--- src/hdl/tbaq_pkg.sv ---
`default_nettype none

package tbaq_pkg;

   // Default values of the top-level parameters.
   localparam int SAMPLE_WIDTH_DEFAULT = 16;
   localparam int STAT_LIMIT_DEFAULT   = 65536;

   // Threshold register, Q4.12, unsigned.
   localparam int                THRESH_WIDTH = 16;
   localparam logic [15:0]       THRESH_RESET = 16'd4096;

   // The sum of squares saturates at its all-ones value.
   localparam int SUM_WIDTH  = 47;
   // Root of a value of up to SUM_WIDTH bits, taken two radicand bits a step.
   localparam int ROOT_WIDTH = (SUM_WIDTH + 1) / 2;

   // Depth of the queue between the classifier and the packer.
   localparam int QUEUE_DEPTH = 4;

   // Two-bit output codes.
   localparam logic [1:0] CODE_BELOW  = 2'd0;
   localparam logic [1:0] CODE_NONPOS = 2'd1;
   localparam logic [1:0] CODE_POS    = 2'd2;
   localparam logic [1:0] CODE_ABOVE  = 2'd3;

   // Slot of the last code in a byte.
   localparam logic [1:0] LAST_SLOT = 2'd3;

   typedef struct packed {
      logic [1:0] code;
      logic       eop;
   } tbaq_entry_type;

   typedef enum logic [1:0] {
      FE_RUN,
      FE_SETTLE,
      FE_LAUNCH,
      FE_WAIT
   } tbaq_front_state_type;

   typedef enum logic [1:0] {
      RMS_IDLE,
      RMS_DIV,
      RMS_SQRT,
      RMS_DONE
   } tbaq_rms_state_type;

endpackage

`default_nettype wire

--- src/hdl/tbaq_queue.sv ---
`default_nettype none

module tbaq_queue #(
   parameter int DEPTH = tbaq_pkg::QUEUE_DEPTH
) (
   input  wire logic                     clock,
   input  wire logic                     reset,
   input  wire logic                     push,
   input  wire tbaq_pkg::tbaq_entry_type push_data,
   input  wire logic                     pop,
   output      tbaq_pkg::tbaq_entry_type head,
   output      logic                     empty,
   output      logic                     full
);
   import tbaq_pkg::*;

   localparam int PTR_WIDTH = (DEPTH > 1) ? $clog2(DEPTH) : 1;
   localparam int CNT_WIDTH = $clog2(DEPTH + 1);

   tbaq_entry_type         entry_ff [DEPTH];
   logic [PTR_WIDTH-1:0]   wr_ptr_ff, wr_ptr_in;
   logic [PTR_WIDTH-1:0]   rd_ptr_ff, rd_ptr_in;
   logic [CNT_WIDTH-1:0]   count_ff, count_in;
   logic                   do_push;
   logic                   do_pop;

   assign empty   = (count_ff == '0);
   assign full    = (count_ff == CNT_WIDTH'(DEPTH));
   assign head    = entry_ff[rd_ptr_ff];
   assign do_push = push && !full;
   assign do_pop  = pop && !empty;

   always_comb begin
      wr_ptr_in = wr_ptr_ff;
      rd_ptr_in = rd_ptr_ff;
      count_in  = count_ff;
      if (do_push) begin
         wr_ptr_in = (wr_ptr_ff == PTR_WIDTH'(DEPTH - 1)) ? '0 : wr_ptr_ff + 1'b1;
      end
      if (do_pop) begin
         rd_ptr_in = (rd_ptr_ff == PTR_WIDTH'(DEPTH - 1)) ? '0 : rd_ptr_ff + 1'b1;
      end
      if (do_push && !do_pop) begin
         count_in = count_ff + 1'b1;
      end else if (do_pop && !do_push) begin
         count_in = count_ff - 1'b1;
      end
   end

   always_ff @(posedge clock) begin
      if (reset) begin
         wr_ptr_ff <= '0;
         rd_ptr_ff <= '0;
         count_ff  <= '0;
      end else begin
         wr_ptr_ff <= wr_ptr_in;
         rd_ptr_ff <= rd_ptr_in;
         count_ff  <= count_in;
      end
   end

   always_ff @(posedge clock) begin
      if (do_push) begin
         entry_ff[wr_ptr_ff] <= push_data;
      end
   end

endmodule

`default_nettype wire

--- src/hdl/tbaq_rms.sv ---
`default_nettype none

// Computes floor(sqrt(sum / count)) with a restoring divider, one quotient
// bit per cycle, followed by a digit-by-digit square root, one root bit per
// cycle.
module tbaq_rms #(
   parameter int STAT_LIMIT = tbaq_pkg::STAT_LIMIT_DEFAULT
) (
   input  wire logic                                 clock,
   input  wire logic                                 reset,
   input  wire logic                                 start,
   input  wire logic [tbaq_pkg::SUM_WIDTH-1:0]       sum,
   input  wire logic [$clog2(STAT_LIMIT + 1)-1:0]    count,
   output      logic                                 done,
   output      logic [tbaq_pkg::THRESH_WIDTH-1:0]    threshold
);
   import tbaq_pkg::*;

   localparam int CNT_WIDTH  = $clog2(STAT_LIMIT + 1);
   localparam int RAD_WIDTH  = 2 * ROOT_WIDTH;
   localparam int SREM_WIDTH = ROOT_WIDTH + 1;
   localparam int STEP_WIDTH = $clog2(SUM_WIDTH);

   tbaq_rms_state_type       state_ff, state_in;
   logic [STEP_WIDTH-1:0]    step_ff, step_in;
   logic [SUM_WIDTH-1:0]     dividend_ff, dividend_in;
   logic [CNT_WIDTH-1:0]     divisor_ff, divisor_in;
   logic [CNT_WIDTH-1:0]     rem_ff, rem_in;
   logic [RAD_WIDTH-1:0]     rad_ff, rad_in;
   logic [ROOT_WIDTH-1:0]    root_ff, root_in;
   logic [SREM_WIDTH-1:0]    srem_ff, srem_in;
   logic [CNT_WIDTH:0]       rem_shift;
   logic [SREM_WIDTH+1:0]    srem_shift;
   logic [SREM_WIDTH+1:0]    trial;
   logic                     div_fits;
   logic                     sqrt_fits;
   logic                     last_step;

   assign last_step  = (step_ff == '0);
   assign rem_shift  = {rem_ff, dividend_ff[SUM_WIDTH-1]};
   assign div_fits   = (rem_shift >= {1'b0, divisor_ff});
   assign srem_shift = {srem_ff, rad_ff[RAD_WIDTH-1 -: 2]};
   assign trial      = {1'b0, root_ff, 2'b01};
   assign sqrt_fits  = (srem_shift >= trial);

   // Next state.
   always_comb begin
      state_in = state_ff;
      case (state_ff)
         RMS_IDLE: begin
            if (start) begin
               state_in = RMS_DIV;
            end
         end
         RMS_DIV: begin
            if (last_step) begin
               state_in = RMS_SQRT;
            end
         end
         RMS_SQRT: begin
            if (last_step) begin
               state_in = RMS_DONE;
            end
         end
         RMS_DONE: state_in = RMS_IDLE;
         default:  state_in = RMS_IDLE;
      endcase
   end

   // Outputs.
   always_comb begin
      done      = (state_ff == RMS_DONE);
      threshold = (|root_ff[ROOT_WIDTH-1:THRESH_WIDTH]) ? '1 : root_ff[THRESH_WIDTH-1:0];
   end

   // Datapath.
   always_comb begin
      step_in     = step_ff;
      dividend_in = dividend_ff;
      divisor_in  = divisor_ff;
      rem_in      = rem_ff;
      rad_in      = rad_ff;
      root_in     = root_ff;
      srem_in     = srem_ff;
      case (state_ff)
         RMS_IDLE: begin
            if (start) begin
               dividend_in = sum;
               divisor_in  = count;
               rem_in      = '0;
               step_in     = STEP_WIDTH'(SUM_WIDTH - 1);
            end
         end
         RMS_DIV: begin
            // The quotient bits shift in behind the dividend bits.
            if (div_fits) begin
               rem_in = CNT_WIDTH'(rem_shift - {1'b0, divisor_ff});
            end else begin
               rem_in = rem_shift[CNT_WIDTH-1:0];
            end
            dividend_in = {dividend_ff[SUM_WIDTH-2:0], div_fits};
            step_in     = step_ff - 1'b1;
            if (last_step) begin
               rad_in  = RAD_WIDTH'({dividend_ff[SUM_WIDTH-2:0], div_fits});
               root_in = '0;
               srem_in = '0;
               step_in = STEP_WIDTH'(ROOT_WIDTH - 1);
            end
         end
         RMS_SQRT: begin
            if (sqrt_fits) begin
               srem_in = SREM_WIDTH'(srem_shift - trial);
            end else begin
               srem_in = srem_shift[SREM_WIDTH-1:0];
            end
            root_in = {root_ff[ROOT_WIDTH-2:0], sqrt_fits};
            rad_in  = {rad_ff[RAD_WIDTH-3:0], 2'b00};
            step_in = step_ff - 1'b1;
         end
         default: begin
         end
      endcase
   end

   always_ff @(posedge clock) begin
      if (reset) begin
         state_ff <= RMS_IDLE;
      end else begin
         state_ff <= state_in;
      end
   end

   always_ff @(posedge clock) begin
      step_ff     <= step_in;
      dividend_ff <= dividend_in;
      divisor_ff  <= divisor_in;
      rem_ff      <= rem_in;
      rad_ff      <= rad_in;
      root_ff     <= root_in;
      srem_ff     <= srem_in;
   end

endmodule

`default_nettype wire

--- src/hdl/tbaq_front.sv ---
`default_nettype none

module tbaq_front #(
   parameter int SAMPLE_WIDTH = tbaq_pkg::SAMPLE_WIDTH_DEFAULT,
   parameter int STAT_LIMIT   = tbaq_pkg::STAT_LIMIT_DEFAULT
) (
   input  wire logic                                 clock,
   input  wire logic                                 reset,
   input  wire logic                                 req_valid,
   output      logic                                 req_stall,
   input  wire logic signed [SAMPLE_WIDTH-1:0]       req_sample_value,
   input  wire logic                                 req_end_of_packet,
   input  wire logic                                 csr_write_enable,
   input  wire logic [tbaq_pkg::THRESH_WIDTH-1:0]    csr_write_data,
   input  wire logic                                 queue_full,
   output      logic                                 queue_push,
   output      tbaq_pkg::tbaq_entry_type             queue_data,
   output      logic                                 rms_start,
   output      logic [tbaq_pkg::SUM_WIDTH-1:0]       rms_sum,
   output      logic [$clog2(STAT_LIMIT + 1)-1:0]    rms_count,
   input  wire logic                                 rms_done,
   input  wire logic [tbaq_pkg::THRESH_WIDTH-1:0]    rms_threshold
);
   import tbaq_pkg::*;

   localparam int CNT_WIDTH = $clog2(STAT_LIMIT + 1);
   localparam int SQ_WIDTH  = 2 * SAMPLE_WIDTH - 1;
   localparam int CMP_WIDTH = ((SAMPLE_WIDTH > THRESH_WIDTH) ? SAMPLE_WIDTH : THRESH_WIDTH) + 2;

   tbaq_front_state_type        state_ff, state_in;
   logic [THRESH_WIDTH-1:0]     threshold_ff, threshold_in;
   logic [CNT_WIDTH-1:0]        count_ff, count_in;
   logic [SUM_WIDTH-1:0]        sum_ff, sum_in;
   logic [SQ_WIDTH-1:0]         sq_ff;
   logic                        sq_valid_ff, sq_valid_in;
   logic                        accept;
   logic                        stat_open;
   logic signed [CMP_WIDTH-1:0] sample_ext;
   logic signed [CMP_WIDTH-1:0] thresh_ext;
   logic signed [CMP_WIDTH-1:0] thresh_neg;
   logic [1:0]                  code;
   logic [SAMPLE_WIDTH-1:0]     mag;
   logic [2*SAMPLE_WIDTH-1:0]   sq_full;
   logic [SUM_WIDTH:0]          sum_wide;

   assign accept    = req_valid && !req_stall;
   assign stat_open = (count_ff < CNT_WIDTH'(STAT_LIMIT));

   // Classification against the current threshold.
   assign sample_ext = CMP_WIDTH'(req_sample_value);
   assign thresh_ext = signed'({{(CMP_WIDTH - THRESH_WIDTH){1'b0}}, threshold_ff});
   assign thresh_neg = -thresh_ext;

   always_comb begin
      if (sample_ext > thresh_ext) begin
         code = CODE_ABOVE;
      end else if (sample_ext < thresh_neg) begin
         code = CODE_BELOW;
      end else if (!req_sample_value[SAMPLE_WIDTH-1] && (req_sample_value != '0)) begin
         code = CODE_POS;
      end else begin
         code = CODE_NONPOS;
      end
   end

   assign queue_push      = accept;
   assign queue_data.code = code;
   assign queue_data.eop  = req_end_of_packet;

   // The square is registered; the sum takes it in the next cycle.
   assign mag      = req_sample_value[SAMPLE_WIDTH-1] ? unsigned'(-req_sample_value)
                                                       : unsigned'(req_sample_value);
   assign sq_full  = (2 * SAMPLE_WIDTH)'(mag) * (2 * SAMPLE_WIDTH)'(mag);
   assign sum_wide = {1'b0, sum_ff} + (SUM_WIDTH + 1)'(sq_ff);

   always_comb begin
      count_in    = count_ff;
      sq_valid_in = accept && stat_open;
      sum_in      = sum_ff;
      if (accept && stat_open) begin
         count_in = count_ff + 1'b1;
      end
      if (sq_valid_ff) begin
         sum_in = sum_wide[SUM_WIDTH] ? '1 : sum_wide[SUM_WIDTH-1:0];
      end
   end

   always_comb begin
      threshold_in = threshold_ff;
      if (csr_write_enable) begin
         threshold_in = csr_write_data;
      end else if (rms_done) begin
         threshold_in = rms_threshold;
      end
   end

   // Next state. A packet end holds off new samples until the threshold
   // has been recomputed from the statistics, which stop at STAT_LIMIT.
   always_comb begin
      state_in = state_ff;
      case (state_ff)
         FE_RUN: begin
            if (accept && req_end_of_packet) begin
               state_in = FE_SETTLE;
            end
         end
         FE_SETTLE: state_in = FE_LAUNCH;
         FE_LAUNCH: begin
            if (count_ff == '0) begin
               state_in = FE_RUN;
            end else begin
               state_in = FE_WAIT;
            end
         end
         FE_WAIT: begin
            if (rms_done) begin
               state_in = FE_RUN;
            end
         end
         default: state_in = FE_RUN;
      endcase
   end

   // Outputs.
   always_comb begin
      req_stall = (state_ff != FE_RUN) || queue_full;
      rms_start = (state_ff == FE_LAUNCH) && (count_ff != '0);
      rms_sum   = sum_ff;
      rms_count = count_ff;
   end

   always_ff @(posedge clock) begin
      if (reset) begin
         state_ff     <= FE_RUN;
         threshold_ff <= THRESH_RESET;
         count_ff     <= '0;
         sum_ff       <= '0;
         sq_valid_ff  <= 1'b0;
      end else begin
         state_ff     <= state_in;
         threshold_ff <= threshold_in;
         count_ff     <= count_in;
         sum_ff       <= sum_in;
         sq_valid_ff  <= sq_valid_in;
      end
   end

   always_ff @(posedge clock) begin
      sq_ff <= sq_full[SQ_WIDTH-1:0];
   end

endmodule

`default_nettype wire

--- src/hdl/tbaq_pack.sv ---
`default_nettype none

module tbaq_pack (
   input  wire logic                     clock,
   input  wire logic                     reset,
   input  wire tbaq_pkg::tbaq_entry_type head,
   input  wire logic                     empty,
   output      logic                     pop,
   output      logic                     rsp_valid,
   input  wire logic                     rsp_stall,
   output      logic [7:0]               rsp_packed_byte,
   output      logic                     rsp_last_of_packet
);
   import tbaq_pkg::*;

   logic [1:0] pos_ff, pos_in;
   logic [7:0] partial_ff, partial_in;
   logic       valid_ff, valid_in;
   logic [7:0] byte_ff, byte_in;
   logic       last_ff, last_in;
   logic [7:0] merged;
   logic       emits;
   logic       out_free;

   assign rsp_valid          = valid_ff;
   assign rsp_packed_byte    = byte_ff;
   assign rsp_last_of_packet = last_ff;

   always_comb begin
      for (int i = 0; i < 4; i++) begin
         merged[2*i +: 2] = (pos_ff == 2'(i)) ? head.code : partial_ff[2*i +: 2];
      end
   end

   assign emits    = (pos_ff == LAST_SLOT) || head.eop;
   assign out_free = !valid_ff || !rsp_stall;
   // A code that does not close a byte is taken even while the output waits.
   assign pop      = !empty && (!emits || out_free);

   always_comb begin
      pos_in     = pos_ff;
      partial_in = partial_ff;
      valid_in   = valid_ff && rsp_stall;
      byte_in    = byte_ff;
      last_in    = last_ff;
      if (pop) begin
         if (emits) begin
            pos_in     = '0;
            partial_in = '0;
            valid_in   = 1'b1;
            byte_in    = merged;
            last_in    = head.eop;
         end else begin
            pos_in     = pos_ff + 1'b1;
            partial_in = merged;
         end
      end
   end

   always_ff @(posedge clock) begin
      if (reset) begin
         pos_ff     <= '0;
         partial_ff <= '0;
         valid_ff   <= 1'b0;
      end else begin
         pos_ff     <= pos_in;
         partial_ff <= partial_in;
         valid_ff   <= valid_in;
      end
   end

   always_ff @(posedge clock) begin
      byte_ff <= byte_in;
      last_ff <= last_in;
   end

endmodule

`default_nettype wire

--- src/hdl/two_bit_adaptive_quantizer_core.sv ---
`default_nettype none

// Two-bit adaptive quantizer. Each signed Q3.12 sample becomes a two-bit code
// against the current threshold T (3 above T, 0 below -T, 2 positive, 1
// negative or zero); codes pack four to a byte, first sample in bits 1:0, and
// a packet end flushes a partial byte with zero fill and marks it last. Within
// a packet one sample is taken per clock while the queue has room. After a
// sample with end_of_packet the input stalls while the new threshold
// floor(sqrt(sum / count)) is formed by the bit-serial divider and square
// root that share one unit. Statistics stop accumulating after STAT_LIMIT
// samples. Writing the threshold register loads the threshold at once; write
// it only while the block is idle. Bytes wait in an output register and a
// four-entry queue lets classification run ahead of a stalled output.
module two_bit_adaptive_quantizer_core #(
   parameter int SAMPLE_WIDTH = tbaq_pkg::SAMPLE_WIDTH_DEFAULT,
   parameter int STAT_LIMIT   = tbaq_pkg::STAT_LIMIT_DEFAULT
) (
   input  wire logic                                 clock,
   input  wire logic                                 reset,
   input  wire logic                                 req_valid,
   output      logic                                 req_stall,
   input  wire logic signed [SAMPLE_WIDTH-1:0]       req_sample_value,
   input  wire logic                                 req_end_of_packet,
   output      logic                                 rsp_valid,
   input  wire logic                                 rsp_stall,
   output      logic [7:0]                           rsp_packed_byte,
   output      logic                                 rsp_last_of_packet,
   input  wire logic                                 csr_write_enable,
   input  wire logic [tbaq_pkg::THRESH_WIDTH-1:0]    csr_write_data
);
   import tbaq_pkg::*;

   localparam int CNT_WIDTH = $clog2(STAT_LIMIT + 1);

   tbaq_entry_type          queue_data;
   tbaq_entry_type          queue_head;
   logic                    queue_push;
   logic                    queue_pop;
   logic                    queue_empty;
   logic                    queue_full;
   logic                    rms_start;
   logic                    rms_done;
   logic [SUM_WIDTH-1:0]    rms_sum;
   logic [CNT_WIDTH-1:0]    rms_count;
   logic [THRESH_WIDTH-1:0] rms_threshold;

   tbaq_front #(
      .SAMPLE_WIDTH (SAMPLE_WIDTH),
      .STAT_LIMIT   (STAT_LIMIT)
   ) u_front (
      .clock             (clock),
      .reset             (reset),
      .req_valid         (req_valid),
      .req_stall         (req_stall),
      .req_sample_value  (req_sample_value),
      .req_end_of_packet (req_end_of_packet),
      .csr_write_enable  (csr_write_enable),
      .csr_write_data    (csr_write_data),
      .queue_full        (queue_full),
      .queue_push        (queue_push),
      .queue_data        (queue_data),
      .rms_start         (rms_start),
      .rms_sum           (rms_sum),
      .rms_count         (rms_count),
      .rms_done          (rms_done),
      .rms_threshold     (rms_threshold)
   );

   tbaq_rms #(
      .STAT_LIMIT (STAT_LIMIT)
   ) u_rms (
      .clock     (clock),
      .reset     (reset),
      .start     (rms_start),
      .sum       (rms_sum),
      .count     (rms_count),
      .done      (rms_done),
      .threshold (rms_threshold)
   );

   tbaq_queue #(
      .DEPTH (QUEUE_DEPTH)
   ) u_queue (
      .clock     (clock),
      .reset     (reset),
      .push      (queue_push),
      .push_data (queue_data),
      .pop       (queue_pop),
      .head      (queue_head),
      .empty     (queue_empty),
      .full      (queue_full)
   );

   tbaq_pack u_pack (
      .clock              (clock),
      .reset              (reset),
      .head               (queue_head),
      .empty              (queue_empty),
      .pop                (queue_pop),
      .rsp_valid          (rsp_valid),
      .rsp_stall          (rsp_stall),
      .rsp_packed_byte    (rsp_packed_byte),
      .rsp_last_of_packet (rsp_last_of_packet)
   );

endmodule

`default_nettype wire
--- config.mk ---
export PLATFORM = sky130hd
export DESIGN_NAME = two_bit_adaptive_quantizer_core
export DESIGN_NICKNAME = d
export VERILOG_FILES = /design/src/hdl/tbaq_pkg.sv /design/src/hdl/tbaq_queue.sv /design/src/hdl/tbaq_rms.sv /design/src/hdl/tbaq_front.sv /design/src/hdl/tbaq_pack.sv /design/src/hdl/two_bit_adaptive_quantizer_core.sv
export SDC_FILE = /design/constraint.sdc
export NUM_CORES = 1
export LEC_CHECK = 0
export BUFFER_PORTS_ARGS = -buffer_cell sky130_fd_sc_hd__buf_2
export CORE_UTILIZATION = 35
export CTS_CLUSTER_DIAMETER = 100
export DETAILED_ROUTE_END_ITERATION = 12
export PLACE_DENSITY = 0.59
export SLEW_MARGIN = 10
export SYNTH_ARGS = -nofsm -noshare
export SYNTH_HDL_FRONTEND = slang
export SYNTH_SLANG_ARGS = --single-unit
export TNS_END_PERCENT = 5
--- constraint.sdc ---
create_clock -name clock -period 15.9 [get_ports clock]
set_input_delay 2.385 -clock clock [delete_from_list [all_inputs] [get_ports clock]]
set_output_delay 2.385 -clock clock [all_outputs]
set_load 0.1 [all_outputs]
==> results.py <==
metrics = {
    "run_status": {
        "status": "completed",
    },
    "floorplan": {
        "start_util": 0.354,
        "dieArea_um2": 73400,
        "die_x_um": 271,
        "core_area_um2": 71500,
        "io_pins": 49,
        "rows": 98,
        "die_h_um": 271,
    },
    "worst_setup_path": {
        "crit_slowest_cell": "xor2_1",
        "critPathKind": "input pin to flop",
        "cp_common_cell": "fa_1",
        "cp.depth": 28,
        "reg2regPathDepth": 8,
        "timing.rr.end": "u_rms.rad_ff[12]",
        "cp_num_buf_inv": 6,
        "cp.required_ns": 16.33,
        "cp_top_family": "adder cells",
        "r2r-start": "u_rms.state_ff[1]",
        "max_stage_delay_ns": 0.58,
        "start_kind": "input pin",
        "startpoint": "req_sample_value[0]",
        "reg2reg_slack_ns": 11.64,
        "crit_path_max_fanout": 18,
        "arrival_ns": 10.41,
        "cp-end-kind": "flop",
    },
    "synth": {
        "synth-seq-cells": 340,
        "syn_area_per_cell_um2": 9.96,
        "async_flop_share": 0,
        "yosysTopAreaCellShare": 0.243,
        "synth_edf_count": 205,
        "syn_area_um2": 25300,
        "synth.area.top_cells": "edfxtp_1 (24%), fa_1 (13%), ha_1 (11%)",
        "synth_cell_types": 83,
        "synth_top_flop_cell": "edfxtp_1",
        "yosys.area.top_type": "edfxtp_1",
        "ys_warn_count": 0,
        "seq_area_frac_synth": 0.350,
        "syn_inst": 2541,
    },
    "layout": {
        "fin_area_um2": 27900,
        "final_common_cell": "inv_1",
        "fill_cells": 6948,
        "n_antenna_cell": 0,
        "fin_util": 0.391,
        "drive_above_1_share": 0.0966,
        "mostFrequentLayoutCells": "inv_1 (334), nor2_1 (287), ha_1 (219)",
        "final_cells": 3568,
        "area_delta_synth_final_pct": 10.4,
        "fin_nets": 3012,
    },
    "timing": {
        "finClkSkew_ns": 0.0154,
        "hold_violations": 0,
        "fmax_mhz": 100,
        "whs_ns": 0.473,
        "slew_headroom": 0.286,
        "tightest_slew_ns": 1.07,
        "setup-violations-final": 0,
        "grt_setup_unrepaired": "no",
        "worst_slack_ns": 5.92,
        "finalSetupTns_ns": 0,
        "period_needed_ns": 9.98,
        "maxSlewViolCount": 0,
        "period_share": 0.628,
    },
    "grt": {
        "grt_pass1_wl_um": 94900,
        "overflow": 0,
        "antenna_found_initial": 0,
        "grtUsageTotal": 0.157,
        "grt_pass1_vias": 18300,
        "grt_max_degree": 93,
    },
    "power_and_ir_drop": {
        "irDropWorstVdd_uv": 319,
        "power.density_nw_per_um2": 233,
        "p_leak_nw": 12.3,
        "p_total_mw": 6.51,
    },
    "cts": {
        "clk_root_buffer_cell": "clkbuf_16",
        "path_clk_slew_ns": 0.06,
        "cts_setup_buffers": 0,
        "clkLatencyLatePin_ns": 0.56,
        "numCtsBuffers": 40,
        "cts_tree": "yes",
        "post_cts_resized": 0,
        "clock-sinks": 340,
        "clk_path_buf_depth": 3,
        "cts_max_level": 2,
        "hold_buffers": 0,
    },
    "hold_path": {
        "whs_path_depth": 1,
        "min_path_type": "flop to flop",
        "min_to": "u_pack.partial_ff[7]",
        "holdCritStartpoint": "u_pack.partial_ff[7]",
    },
    "drt": {
        "drc": 0,
        "firstDrtPassIters": 6,
        "viasPerCell": 5.04,
        "ant_nets": 0,
        "wl_per_cell_um": 16.0,
        "vias": 18000,
        "drtIter0Drc": 1134,
        "routed_wl_um": 57200,
    },
    "placement": {
        "dpl.cell_count": 3494,
        "gp_congestion": 0.876,
        "io_buffer_count": 48,
        "dp_slack_ns": 5.34,
        "dp_hpwl_um": 44300,
        "dpl-instance-area_um2": 26600,
    },
    "flow_run": {
        "max-cap-violations": 0,
    },
}
==> layer usage <==
layer | vias to the layer above | global-route usage | wire length, µm
met5 | - | 0 | 0
met4 | 0 | 0.0537 | 1590
met3 | 108 | 0.0186 | 2030
met2 | 341 | 0.258 | 26300
met1 | 8759 | 0.213 | 27300
li1 | 8792 | - | -
==> logic make-up after synthesis <==
family | Yosys count | share of synthesized area
AND/OR/NAND/NOR | 687 | 0.122
other | 2 | 0.000297
AO/OA/AOI/OAI | 419 | 0.110
buffers and inverters | 414 | 0.0627
XOR/XNOR | 150 | 0.0519
multiplexers | 141 | 0.0622
adder cells (fa/ha/maj) | 388 | 0.241
flip-flops | 340 | 0.350
==> cell usage after synthesis, drive strengths merged, types with 15 or more instances <==
cell type,instances
and3,24
a31oi,15
mux2i,38
nor3,48
xnor2,97
inv,337
a211oi,55
buf,20
a21o,55
edfxtp,205
and2,15
clkbuf,52
o21a,18
o21ai,61
a21oi,124
o211ai,15
xor2,53
nand2b,16
nor2,287
mux2,100
nand2,170
nand3,44
fa,167
ha,221
nand4,22
dfxtp,135
==> final cells by class <==
class | instances | area [µm²] | area share
multi-input combinational | 1796 | 14900 | 0.534
tap | 950 | 1190 | 0.0425
inverter | 342 | 1280 | 0.0459
timing repair buffer | 66 | 378 | 0.0135
clock inverter | 13 | 130 | 0.00466
clock buffer | 61 | 1180 | 0.0421
sequential | 340 | 8860 | 0.317
==> worst register-to-register path, cell delays in order, from the launching register on <==
cell	delay (ns)
dfxtp_1	0.35
inv_1	0.12
ha_2	0.18
buf_4	0.55
clkinv_1	0.81
or2_2	0.58
o21ai_4	0.07
buf_4	0.51
buf_4	0.69
==> power breakdown <==
group	total (mW)	switching, mW	internal [mW]	leakage, nW
logic	4.38	2.55	1.83	8.70
registers	1.22	0.0672	1.15	2.97
clock network	0.911	0.366	0.545	0.637
==> sequential cells by signal, indices dropped and copies added (netlist names), 12 cells and up, named ones only <==
register and count:
u_rms.rad_ff 48, u_front.rms_sum 47, u_rms.dividend_ff 47, u_front.sq_ff 30, u_rms.srem_ff 25, u_rms.root_ff 24, u_front.rms_count 17, u_rms.divisor_ff 17
u_rms.rem_ff 17, u_front.threshold_ff 16, u_queue.entry_ff 12
==> worst max path at each step <==
stage          slack [ns]           endpoint
6_report             5.92  u_front.sq_ff[30]
5_1_grt              5.31  u_front.sq_ff[29]
4_1_cts              5.89  u_front.sq_ff[30]
3_5_place_dp         5.34  u_front.sq_ff[30]
3_3_place_gp         5.60  u_front.sq_ff[30]
2_1_floorplan        6.35  u_front.sq_ff[29]
No activity file was read; power rests on OpenSTA's default activity.
